--- config.mk ---
export PLATFORM = sky130hd
export DESIGN_NAME = stack_blur_line_filter_top
export DESIGN_NICKNAME = d
export VERILOG_FILES = /design/src/rtl/core/sblf_pkg.sv /design/src/rtl/core/sblf_ring.sv /design/src/rtl/core/sblf_mac.sv /design/src/rtl/core/sblf_ctrl.sv /design/src/rtl/core/stack_blur_line_filter_top.sv
export SDC_FILE = /design/constraint.sdc
export NUM_CORES = 2
export LEC_CHECK = 0
export ABC_CLOCK_PERIOD_IN_PS = 18600
export BUFFER_PORTS_ARGS = -buffer_cell sky130_fd_sc_hd__buf_2
export CORE_ASPECT_RATIO = 2
export CORE_UTILIZATION = 40
export CTS_CLUSTER_DIAMETER = 150
export CTS_CLUSTER_SIZE = 30
export DETAILED_ROUTE_END_ITERATION = 10
export PLACE_DENSITY = 0.53
export REMOVE_ABC_BUFFERS = 1
export SYNTH_ARGS = -nofsm -noshare
export SYNTH_HDL_FRONTEND = slang
export SYNTH_SLANG_ARGS = --single-unit
--- constraint.sdc ---
create_clock -name clk_i -period 18.6 [get_ports clk_i]
set_input_delay 3.72 -clock clk_i [delete_from_list [all_inputs] [get_ports clk_i]]
set_output_delay 3.72 -clock clk_i [all_outputs]
set_load 0.02 [all_outputs]
--- src/rtl/core/sblf_pkg.sv ---
// Shared types, constants and scale tables of the stack blur line filter.
package sblf_pkg;

  localparam int unsigned RADIUS_W = 6;
  localparam int unsigned PIXEL_W  = 8;
  localparam int unsigned WEIGHT_W = RADIUS_W + 1;
  localparam int unsigned TAP_W    = RADIUS_W + 2;
  localparam int unsigned TPROD_W  = WEIGHT_W + PIXEL_W;
  localparam int unsigned SUM_W    = 20;
  localparam int unsigned MUL_W    = 10;
  localparam int unsigned SHIFT_W  = 5;
  localparam int unsigned PROD_W   = SUM_W + MUL_W;
  localparam int unsigned TABLE_N  = 2 ** RADIUS_W;

  localparam logic [RADIUS_W-1:0] RADIUS_RESET = 6'd2;
  localparam logic [PIXEL_W-1:0]  PIXEL_MAX    = 8'd255;

  // Register word index, taken from paddr[2].
  localparam logic REG_RADIUS = 1'b0;

  typedef enum logic [2:0] {
    ST_IDLE,
    ST_TAP,
    ST_WAIT,
    ST_SCALE,
    ST_EMIT
  } sblf_state_e;

  typedef struct packed {
    logic                clr;
    logic                acc_en;
    logic [WEIGHT_W-1:0] weight;
    logic                scale_en;
    logic [RADIUS_W-1:0] radius;
  } sblf_mac_ctl_t;

  typedef struct packed {
    logic valid;
    logic last;
  } sblf_emit_t;

  localparam logic [MUL_W-1:0] SCALE_MUL [TABLE_N] = '{
    10'd512, 10'd512, 10'd456, 10'd512, 10'd328, 10'd456, 10'd335, 10'd512,
    10'd405, 10'd328, 10'd271, 10'd456, 10'd388, 10'd335, 10'd292, 10'd512,
    10'd454, 10'd405, 10'd364, 10'd328, 10'd298, 10'd271, 10'd496, 10'd456,
    10'd420, 10'd388, 10'd360, 10'd335, 10'd312, 10'd292, 10'd273, 10'd512,
    10'd482, 10'd454, 10'd428, 10'd405, 10'd383, 10'd364, 10'd345, 10'd328,
    10'd312, 10'd298, 10'd284, 10'd271, 10'd259, 10'd496, 10'd475, 10'd456,
    10'd437, 10'd420, 10'd404, 10'd388, 10'd374, 10'd360, 10'd347, 10'd335,
    10'd323, 10'd312, 10'd302, 10'd292, 10'd282, 10'd273, 10'd265, 10'd512
  };

  localparam logic [SHIFT_W-1:0] SCALE_SHIFT [TABLE_N] = '{
    5'd9,  5'd11, 5'd12, 5'd13, 5'd13, 5'd14, 5'd14, 5'd15,
    5'd15, 5'd15, 5'd15, 5'd16, 5'd16, 5'd16, 5'd16, 5'd17,
    5'd17, 5'd17, 5'd17, 5'd17, 5'd17, 5'd17, 5'd18, 5'd18,
    5'd18, 5'd18, 5'd18, 5'd18, 5'd18, 5'd18, 5'd18, 5'd19,
    5'd19, 5'd19, 5'd19, 5'd19, 5'd19, 5'd19, 5'd19, 5'd19,
    5'd19, 5'd19, 5'd19, 5'd19, 5'd19, 5'd20, 5'd20, 5'd20,
    5'd20, 5'd20, 5'd20, 5'd20, 5'd20, 5'd20, 5'd20, 5'd20,
    5'd20, 5'd20, 5'd20, 5'd20, 5'd20, 5'd20, 5'd20, 5'd21
  };

endpackage

--- src/rtl/core/sblf_ring.sv ---
// Pixel window memory: one write port, one read port with registered data.
module sblf_ring #(
  parameter int unsigned DEPTH = 127,
  parameter int unsigned AW    = 7
) (
  input  logic                        clk_i,
  input  logic                        we_i,
  input  logic [AW-1:0]               waddr_i,
  input  logic [sblf_pkg::PIXEL_W-1:0] wdata_i,
  input  logic                        re_i,
  input  logic [AW-1:0]               raddr_i,
  output logic [sblf_pkg::PIXEL_W-1:0] rdata_o
);

  logic [sblf_pkg::PIXEL_W-1:0] mem_q [DEPTH];
  logic [sblf_pkg::PIXEL_W-1:0] rdata_q;

  always_ff @(posedge clk_i) begin
    if (we_i) begin
      mem_q[waddr_i] <= wdata_i;
    end
    if (re_i) begin
      rdata_q <= mem_q[raddr_i];
    end
  end

  assign rdata_o = rdata_q;

endmodule

--- src/rtl/core/sblf_mac.sv ---
// Weighted tap accumulator with table scaling and saturation.
module sblf_mac (
  input  logic                          clk_i,
  input  logic                          rst_ni,
  input  sblf_pkg::sblf_mac_ctl_t       ctl_i,
  input  logic [sblf_pkg::PIXEL_W-1:0]  rdata_i,
  output logic [sblf_pkg::PIXEL_W-1:0]  blurred_o
);

  logic                            en_q;
  logic [sblf_pkg::WEIGHT_W-1:0]   w_q;
  logic [sblf_pkg::SUM_W-1:0]      acc_q;
  logic [sblf_pkg::PROD_W-1:0]     prod_q;
  logic [sblf_pkg::TPROD_W-1:0]    tap_prod;
  logic [sblf_pkg::PROD_W-1:0]     shifted;

  // Weight is registered, so it follows the read request by one register stage, in step with the data.
  always_ff @(posedge clk_i or negedge rst_ni) begin
    if (!rst_ni) begin
      en_q  <= 1'b0;
      acc_q <= '0;
    end else begin
      en_q <= ctl_i.acc_en;
      if (ctl_i.clr) begin
        acc_q <= '0;
      end else if (en_q) begin
        acc_q <= acc_q + sblf_pkg::SUM_W'(tap_prod);
      end
    end
  end

  always_ff @(posedge clk_i) begin
    w_q <= ctl_i.weight;
    if (ctl_i.scale_en) begin
      prod_q <= sblf_pkg::PROD_W'(acc_q) *
                sblf_pkg::PROD_W'(sblf_pkg::SCALE_MUL[ctl_i.radius]);
    end
  end

  assign tap_prod = sblf_pkg::TPROD_W'(w_q) * sblf_pkg::TPROD_W'(rdata_i);
  assign shifted  = prod_q >> sblf_pkg::SCALE_SHIFT[ctl_i.radius];

  always_comb begin
    if (|shifted[sblf_pkg::PROD_W-1:sblf_pkg::PIXEL_W]) begin
      blurred_o = sblf_pkg::PIXEL_MAX;
    end else begin
      blurred_o = shifted[sblf_pkg::PIXEL_W-1:0];
    end
  end

endmodule

--- src/rtl/core/sblf_ctrl.sv ---
// Sequencer: line tracking, ring addressing, tap walk and result hand-off.
module sblf_ctrl #(
  parameter int unsigned MAX_RADIUS = 63,
  parameter int unsigned MAX_LINE   = 4096,
  parameter int unsigned RING       = 127,
  parameter int unsigned PW         = 7,
  parameter int unsigned LW         = 12
) (
  input  logic                           clk_i,
  input  logic                           rst_ni,
  input  logic [sblf_pkg::RADIUS_W-1:0]  radius_i,
  input  logic                           in_valid_i,
  input  logic                           in_last_i,
  output logic                           in_ready_o,
  input  logic                           out_free_i,
  output logic                           ring_we_o,
  output logic [PW-1:0]                  ring_waddr_o,
  output logic                           ring_re_o,
  output logic [PW-1:0]                  ring_raddr_o,
  output sblf_pkg::sblf_mac_ctl_t        mac_ctl_o,
  output sblf_pkg::sblf_emit_t           emit_o
);

  localparam int unsigned TW  = sblf_pkg::TAP_W;
  localparam int unsigned RW  = sblf_pkg::RADIUS_W;
  localparam int unsigned PSW = ((LW > TW) ? LW : TW) + 2;
  localparam int unsigned AW  = (LW > PW) ? LW : PW;
  localparam logic [PW:0]   RING_EXT = (PW + 1)'(RING);
  localparam logic [PW-1:0] RING_TOP = PW'(RING - 1);
  localparam logic [LW-1:0] LINE_TOP = LW'(MAX_LINE - 1);

  sblf_pkg::sblf_state_e state_q, state_d;

  logic [PW-1:0] ptr_q, ptr_d;
  logic [PW-1:0] head_q, head_d;
  logic [LW-1:0] pos_q, pos_d;
  logic [LW-1:0] ec_q, ec_d;
  logic [LW-1:0] newest_q, newest_d;
  logic [LW-1:0] x_q, x_d;
  logic [RW-1:0] lr_q, lr_d;
  logic [TW-1:0] k_q, k_d;
  logic          flush_q, flush_d;

  logic [RW-1:0]  radius_lim;
  logic [RW-1:0]  r_now;
  logic           at_end;
  logic           can_emit;
  logic           accept;
  logic           last_out;
  logic [PSW-1:0] tap_pos;
  logic [LW-1:0]  tap_clamp;
  logic [AW-1:0]  diff;
  logic [PW-1:0]  slot_lag;
  logic [PW-1:0]  slot;
  logic [TW-1:0]  abs_k;
  logic           tap_done;

  always_comb begin
    if (32'(radius_i) > MAX_RADIUS) begin
      radius_lim = RW'(MAX_RADIUS);
    end else begin
      radius_lim = radius_i;
    end
  end

  // Radius is sampled at the first pixel of a line.
  assign r_now    = (pos_q == '0) ? radius_lim : lr_q;
  assign at_end   = in_last_i || (pos_q == LINE_TOP);
  assign can_emit = 32'(pos_q) >= 32'(r_now);
  assign accept   = in_valid_i && in_ready_o;
  assign last_out = flush_q && (x_q == newest_q);

  // Tap position clamped to the pixels of this line, then mapped to its slot.
  always_comb begin
    tap_pos = PSW'(x_q) + {{(PSW - TW){k_q[TW-1]}}, k_q};
    if (tap_pos[PSW-1]) begin
      tap_clamp = '0;
    end else if (tap_pos > PSW'(newest_q)) begin
      tap_clamp = newest_q;
    end else begin
      tap_clamp = tap_pos[LW-1:0];
    end
    diff = AW'(newest_q) - AW'(tap_clamp);
    slot_lag = diff[PW-1:0];
    if (head_q >= slot_lag) begin
      slot = head_q - slot_lag;
    end else begin
      slot = PW'({1'b0, head_q} + RING_EXT - {1'b0, slot_lag});
    end
  end

  assign abs_k    = k_q[TW-1] ? (~k_q + TW'(1)) : k_q;
  assign tap_done = (k_q == {2'b00, lr_q});

  assign in_ready_o   = (state_q == sblf_pkg::ST_IDLE);
  assign ring_we_o    = accept;
  assign ring_waddr_o = ptr_q;
  assign ring_raddr_o = slot;

  always_comb begin
    state_d   = state_q;
    ptr_d     = ptr_q;
    head_d    = head_q;
    pos_d     = pos_q;
    ec_d      = ec_q;
    newest_d  = newest_q;
    x_d       = x_q;
    lr_d      = lr_q;
    k_d       = k_q;
    flush_d   = flush_q;
    ring_re_o = 1'b0;
    mac_ctl_o.clr      = 1'b0;
    mac_ctl_o.acc_en   = 1'b0;
    mac_ctl_o.weight   = {1'b0, lr_q} + sblf_pkg::WEIGHT_W'(1) - abs_k[sblf_pkg::WEIGHT_W-1:0];
    mac_ctl_o.scale_en = 1'b0;
    mac_ctl_o.radius   = lr_q;
    emit_o.valid = 1'b0;
    emit_o.last  = last_out;

    unique case (state_q)
      sblf_pkg::ST_IDLE: begin
        if (accept) begin
          ptr_d    = (ptr_q == RING_TOP) ? '0 : ptr_q + PW'(1);
          head_d   = ptr_q;
          newest_d = pos_q;
          lr_d     = r_now;
          x_d      = ec_q;
          k_d      = TW'(0) - {2'b00, r_now};
          mac_ctl_o.clr = 1'b1;
          if (at_end) begin
            pos_d   = '0;
            ec_d    = '0;
            flush_d = 1'b1;
            state_d = sblf_pkg::ST_TAP;
          end else begin
            pos_d   = pos_q + LW'(1);
            flush_d = 1'b0;
            if (can_emit) begin
              ec_d    = ec_q + LW'(1);
              state_d = sblf_pkg::ST_TAP;
            end
          end
        end
      end
      sblf_pkg::ST_TAP: begin
        ring_re_o        = 1'b1;
        mac_ctl_o.acc_en = 1'b1;
        if (tap_done) begin
          state_d = sblf_pkg::ST_WAIT;
        end else begin
          k_d = k_q + TW'(1);
        end
      end
      sblf_pkg::ST_WAIT: begin
        state_d = sblf_pkg::ST_SCALE;
      end
      sblf_pkg::ST_SCALE: begin
        mac_ctl_o.scale_en = 1'b1;
        state_d = sblf_pkg::ST_EMIT;
      end
      sblf_pkg::ST_EMIT: begin
        if (out_free_i) begin
          emit_o.valid = 1'b1;
          if (flush_q && !last_out) begin
            // advance to the next pending output of the line
            x_d = x_q + LW'(1);
            k_d = TW'(0) - {2'b00, lr_q};
            mac_ctl_o.clr = 1'b1;
            state_d = sblf_pkg::ST_TAP;
          end else begin
            state_d = sblf_pkg::ST_IDLE;
          end
        end
      end
      default: begin
        state_d = sblf_pkg::ST_IDLE;
      end
    endcase
  end

  always_ff @(posedge clk_i or negedge rst_ni) begin
    if (!rst_ni) begin
      state_q  <= sblf_pkg::ST_IDLE;
      ptr_q    <= '0;
      head_q   <= '0;
      pos_q    <= '0;
      ec_q     <= '0;
      newest_q <= '0;
      x_q      <= '0;
      lr_q     <= sblf_pkg::RADIUS_RESET;
      k_q      <= '0;
      flush_q  <= 1'b0;
    end else begin
      state_q  <= state_d;
      ptr_q    <= ptr_d;
      head_q   <= head_d;
      pos_q    <= pos_d;
      ec_q     <= ec_d;
      newest_q <= newest_d;
      x_q      <= x_d;
      lr_q     <= lr_d;
      k_q      <= k_d;
      flush_q  <= flush_d;
    end
  end

endmodule

--- src/rtl/core/stack_blur_line_filter_top.sv ---
// Top level of the stack blur line filter: config register, output stage, assertions.
//
// Usage: pixels of one line (row or column) enter on the s_axis channel, the
// last pixel of the line flagged by s_axis_tlast. Blurred pixels leave on
// m_axis, the final one of each line flagged by m_axis_tlast. The radius is
// written over the APB port while the block is idle and takes effect at the
// first pixel of the next line; values above MAX_RADIUS are clipped.
// Sequence: every output walks the 2r+1 window taps through the single read
// port of the pixel memory, one tap per cycle, then passes a wait state for
// the memory read, the scale multiply and the hand-off, which waits while the
// output register holds an untaken result. A pixel that releases an output
// holds the input until that output is handed off, one that releases none
// leaves it ready; a line end flushes the r+1 (or fewer) pending outputs in turn.
// Reset clears the line position, the memory pointer and the output stage and
// sets the radius to 2; the pixel memory needs no clearing pass. A stalled
// receiver holds the output register; the block still takes the next pixel
// and stops only when a further result finds that register occupied.
module stack_blur_line_filter_top #(
  parameter int unsigned MAX_RADIUS = 63,
  parameter int unsigned MAX_LINE   = 4096
) (
  input  logic        clk_i,
  input  logic        rst_ni,
  input  logic        psel,
  input  logic        penable,
  input  logic        pwrite,
  input  logic [2:0]  paddr,
  input  logic [31:0] pwdata,
  output logic [31:0] prdata,
  output logic        pready,
  input  logic        s_axis_tvalid,
  output logic        s_axis_tready,
  input  logic [7:0]  s_axis_tdata,   // [7:0] pixel
  input  logic        s_axis_tlast,   // line_end
  output logic        m_axis_tvalid,
  input  logic        m_axis_tready,
  output logic [7:0]  m_axis_tdata,   // [7:0] blurred
  output logic        m_axis_tlast    // last
);

  localparam int unsigned RING = 2 * MAX_RADIUS + 1;
  localparam int unsigned PW   = $clog2(RING);
  localparam int unsigned LW   = $clog2(MAX_LINE);

  logic [sblf_pkg::RADIUS_W-1:0] radius_q;
  logic                          cfg_wr;

  logic                          ring_we;
  logic [PW-1:0]                 ring_waddr;
  logic                          ring_re;
  logic [PW-1:0]                 ring_raddr;
  logic [sblf_pkg::PIXEL_W-1:0]  ring_rdata;
  sblf_pkg::sblf_mac_ctl_t       mac_ctl;
  sblf_pkg::sblf_emit_t          emit;
  logic [sblf_pkg::PIXEL_W-1:0]  blurred;

  logic                          out_valid_q;
  logic [sblf_pkg::PIXEL_W-1:0]  out_data_q;
  logic                          out_last_q;
  logic                          out_free;

  assign pready = 1'b1;
  assign cfg_wr = psel && penable && pwrite && (paddr[2] == sblf_pkg::REG_RADIUS);

  always_ff @(posedge clk_i or negedge rst_ni) begin
    if (!rst_ni) begin
      radius_q <= sblf_pkg::RADIUS_RESET;
    end else if (cfg_wr) begin
      radius_q <= pwdata[sblf_pkg::RADIUS_W-1:0];
    end
  end

  always_comb begin
    if (paddr[2] == sblf_pkg::REG_RADIUS) begin
      prdata = 32'(radius_q);
    end else begin
      prdata = '0;
    end
  end

  sblf_ring #(
    .DEPTH (RING),
    .AW    (PW)
  ) u_ring (
    .clk_i   (clk_i),
    .we_i    (ring_we),
    .waddr_i (ring_waddr),
    .wdata_i (s_axis_tdata),
    .re_i    (ring_re),
    .raddr_i (ring_raddr),
    .rdata_o (ring_rdata)
  );

  sblf_mac u_mac (
    .clk_i     (clk_i),
    .rst_ni    (rst_ni),
    .ctl_i     (mac_ctl),
    .rdata_i   (ring_rdata),
    .blurred_o (blurred)
  );

  sblf_ctrl #(
    .MAX_RADIUS (MAX_RADIUS),
    .MAX_LINE   (MAX_LINE),
    .RING       (RING),
    .PW         (PW),
    .LW         (LW)
  ) u_ctrl (
    .clk_i        (clk_i),
    .rst_ni       (rst_ni),
    .radius_i     (radius_q),
    .in_valid_i   (s_axis_tvalid),
    .in_last_i    (s_axis_tlast),
    .in_ready_o   (s_axis_tready),
    .out_free_i   (out_free),
    .ring_we_o    (ring_we),
    .ring_waddr_o (ring_waddr),
    .ring_re_o    (ring_re),
    .ring_raddr_o (ring_raddr),
    .mac_ctl_o    (mac_ctl),
    .emit_o       (emit)
  );

  // Output stage: load when empty or when the held request is taken.
  assign out_free = !out_valid_q || m_axis_tready;

  always_ff @(posedge clk_i or negedge rst_ni) begin
    if (!rst_ni) begin
      out_valid_q <= 1'b0;
    end else if (emit.valid) begin
      out_valid_q <= 1'b1;
    end else if (m_axis_tready) begin
      out_valid_q <= 1'b0;
    end
  end

  always_ff @(posedge clk_i) begin
    if (emit.valid) begin
      out_data_q <= blurred;
      out_last_q <= emit.last;
    end
  end

  assign m_axis_tvalid = out_valid_q;
  assign m_axis_tdata  = out_data_q;
  assign m_axis_tlast  = out_last_q;

`ifndef NO_ASSERTIONS
  a_no_overwrite: assert property (@(posedge clk_i) disable iff (!rst_ni)
    emit.valid |-> (!out_valid_q || m_axis_tready))
    else $error("result loaded over an untaken output request");

  a_line_end_flushes: assert property (@(posedge clk_i) disable iff (!rst_ni)
    (s_axis_tvalid && s_axis_tready && s_axis_tlast) |=> !s_axis_tready)
    else $error("line end did not start a flush");

  a_last_returns_idle: assert property (@(posedge clk_i) disable iff (!rst_ni)
    (emit.valid && emit.last) |=> s_axis_tready)
    else $error("controller not idle after final output of a line");
`endif

endmodule
==> flow_summary_export.csv <==
group,metric,value,unit
status,outcome,"finished clean",
detailed_routing,viasPerCell,6.11,
detailed_routing,antenna_left,0,
logic_synthesis,netlist_top_cells_area,"edfxtp_1 50%, fa_1 6.0%, o221ai_1 4.4%",
finish,n_fill_cell,14600,
grt,grt_pass1_vias,43900,
grt,grt_remaining_overflow,0,
logic_synthesis,synth_top_cell_by_area,"edfxtp_1",
logic_synthesis,netlist_area,62900,µm²
min_path,min_to,"u_ctrl.head_q[2]",
grt,antenna_found_initial,1,
worst_setup_path,start_kind,"flip-flop",
detailed_routing,wirelength,194000,µm
die,fp-row-count,205,
clock_network,clk_path_buf_depth,3,
detailed_routing,dr.first_iter.drc_count,3716,
clock_network,cts_inserted_buffers,44,
die,ioPinCount,95,
timing,min_period,11390,ps
die,initial_core_util,0.404,
logic_synthesis,synth_top_area_share,0.503,
clock_network,clock_sinks,1170,
worst_setup_path,rr_worst_depth,38,
die,die_height,563,µm
timing,finalCritPeriodShare,0.612,
place,numPortBuffers,39,
min_path,hold_path_depth,1,
finish,final-seq-area,34500,µm²
logic_synthesis,yosysWarningCount,0,
clock_network,post_cts_buffers,0,
finish,syn2layout_area_growth,5.18,%
timing,relSlewSlack,0.0401,
min_path,hold_start,"u_ctrl.head_q[2]",
worst_setup_path,crit_arrival,11810,ps
place,gp_congestion,0.837,
finish,multi_input_area,25900,µm²
worst_setup_path,r2r_end,"u_ring.rdata_o[1]",
timing,fin_tns_setup,0,ps
logic_synthesis,synth_flop_cell,"edfxtp_1",
detailed_routing,firstDrtPassIters,6,
worst_setup_path,path_delay_family,"compound AO/OA/AOI/OAI gates",
worst_setup_path,crit_slowest_cell,"buf_4",
grt,grt_first_pass_wirelength,284000,µm
worst_setup_path,worstPathRequired,19020,ps
logic_synthesis,netlist_instances,5182,
timing,rsz0062_at_grt,"no",
finish,fin_nets,5411,
clock_network,clock_latency,710,ps
clock_network,cts.htree.levels,2,
worst_setup_path,critPathKind,"reg -> reg",
grt,grt_max_degree,175,
clock_network,cts.clk_slew.worst_paths,130,ps
worst_setup_path,path_buf_inv,3,
grt,grt_use_total,0.242,
detailed_routing,routedWlPerCell,27.4,µm
logic_synthesis,ys_types,94,
clock_network,cts_hold_buf,0,
clock_network,cts_tree,"yes",
logic_synthesis,syn_area_per_cell,12.1,µm²
worst_setup_path,cp_max_fo,55,
die,core,156000,µm²
timing,setup_viol,0,
die,die_x,283,µm
logic_synthesis,yosysMostFrequentCell,"edfxtp_1",
logic_synthesis,synth_edf_count,1055,
clock_network,cts_root_buf,"clkbuf_16",
detailed_routing,drc,0,
finish,drive_gt1_frac,0.0648,
timing,fmax,0.0878,GHz
flow_run,max-cap-violations,0,
logic_synthesis,synth-seq-area-share,0.548,
timing,tightest_slew,1400,ps
worst_setup_path,reg2reg_slack,7210,ps
clock_network,cts.repair.resized,0,
die,die-area,159000,µm²
worst_setup_path,endpoint_kind,"flip-flop",
worst_setup_path,r2r_start,"u_ctrl.x_q[0]",
worst_setup_path,crit_cells,38,
min_path,hp-class,"reg -> reg",
logic_synthesis,synth_common_cells,"1,055 x edfxtp_1, 436 x nand2_1, 356 x nor2_1, 319 x o221ai_1, 255 x inv_1",
timing,skew,26.6,ps
timing,slew_violations,0,
detailed_routing,vias,43200,
worst_setup_path,slowest_delay,710,ps
logic_synthesis,synth-seq-cells,1170,
timing,finalHoldViolations,0,
place,dp.final_hpwl,126000,µm
worst_setup_path,cp_common_cell,"a21oi_1",
logic_synthesis,async_flop_share,0.0923,
## per-layer routing
metal	share of wire	GRT usage	vias up
li1	-	-	19200
met1	0.34	0.253	22100
met4	0.067	0.146	0
met5	0	0	-
met3	0.045	0.0213	424
met2	0.54	0.459	1479
## worst reg2reg max path, delay by kind of cell, from the launching register on
kind	cells	cell delay (ps)
flops	1	480
simple gates	10	2490
buf+inv	3	1730
mux	1	290
compound gates	16	3630
fa+ha+maj	6	2210
xor+xnor	2	290
## final cells by class
class | instances | share of cell area
multi-input cells | 3372 | 0.391
diodes | 2 | 0.0000756
repair buffers | 138 | 0.0156
clock inverters | 2 | 0.000605
inverters | 257 | 0.0146
well taps | 2070 | 0.0391
flip-flops and latches | 1170 | 0.521
clock buffers | 59 | 0.0178
## placed cells by master, fill, tap and decap left out, drive strengths merged, types with 145 or more instances in the layout
cell	instances
edfxtp	1055
o22ai	186
a21oi	211
ha	188
nand2	439
mux2i	201
o21ai	218
nor2	357
fa	189
inv	258
nand3	145
o221ai	319
## through the flow
step / hold WS [ps] / std cells / cell area (µm²) / setup slack (ps) / util
floorplan: 453 / 4799 / 61200 / 2260 / -
global placement: 519 / 7007 / 65000 / 7200 / 0.417
detailed placement: 525 / 7007 / 65000 / 7210 / 0.417
CTS: 554 / 7068 / 66200 / 7150 / 0.425
global route: 554 / 7069 / 66200 / 6580 / 0.425
finish: 543 / 7070 / 66200 / 7210 / 0.425
## cell families after synthesis
kind of cell | Yosys count | synth area share
AOI/OAI and AO/OA | 1303 | 0.146
xor gates and xnor gates | 109 | 0.0153
adders and majority gates | 377 | 0.0975
buffers and inverters | 665 | 0.0453
DFF | 1170 | 0.548
muxes | 273 | 0.0543
other | 2 | 0.000119
and+or+nand+nor | 1283 | 0.0929
## flip-flops by register name, indices dropped and copies added, names as in the netlist, 3 cells and up
register             cells
u_mac.w_q                7
u_ctrl.lr_q              6
u_ring.rdata_o           8
u_ctrl.state_q           3
u_mac.acc_q             20
u_ctrl.x_q              12
u_ring.mem_q          1016
u_ctrl.head_q            7
u_ctrl.ring_waddr_o      7
u_mac.prod_q            22
u_ctrl.newest_q         12
u_ctrl.k_q               8
u_ctrl.ec_q             12
radius_q                 6
u_ctrl.pos_q            12
m_axis_tdata             8
## how the worst max path moves through the flow
stage	from	end	slack, ps
2_1_floorplan	u_ctrl.x_q[0]	u_ring.rdata_o[1]	2260
3_3_place_gp	u_ctrl.x_q[0]	u_ring.rdata_o[1]	7200
3_5_place_dp	u_ctrl.x_q[0]	u_ring.rdata_o[1]	7210
4_1_cts	u_ctrl.x_q[0]	u_ring.rdata_o[1]	7150
5_1_grt	u_ctrl.x_q[0]	u_ring.rdata_o[1]	6580
6_report	u_ctrl.x_q[0]	u_ring.rdata_o[1]	7210
Power is not shown: default switching activity piles up to over one toggle a cycle in this logic, so the estimate is an artifact.
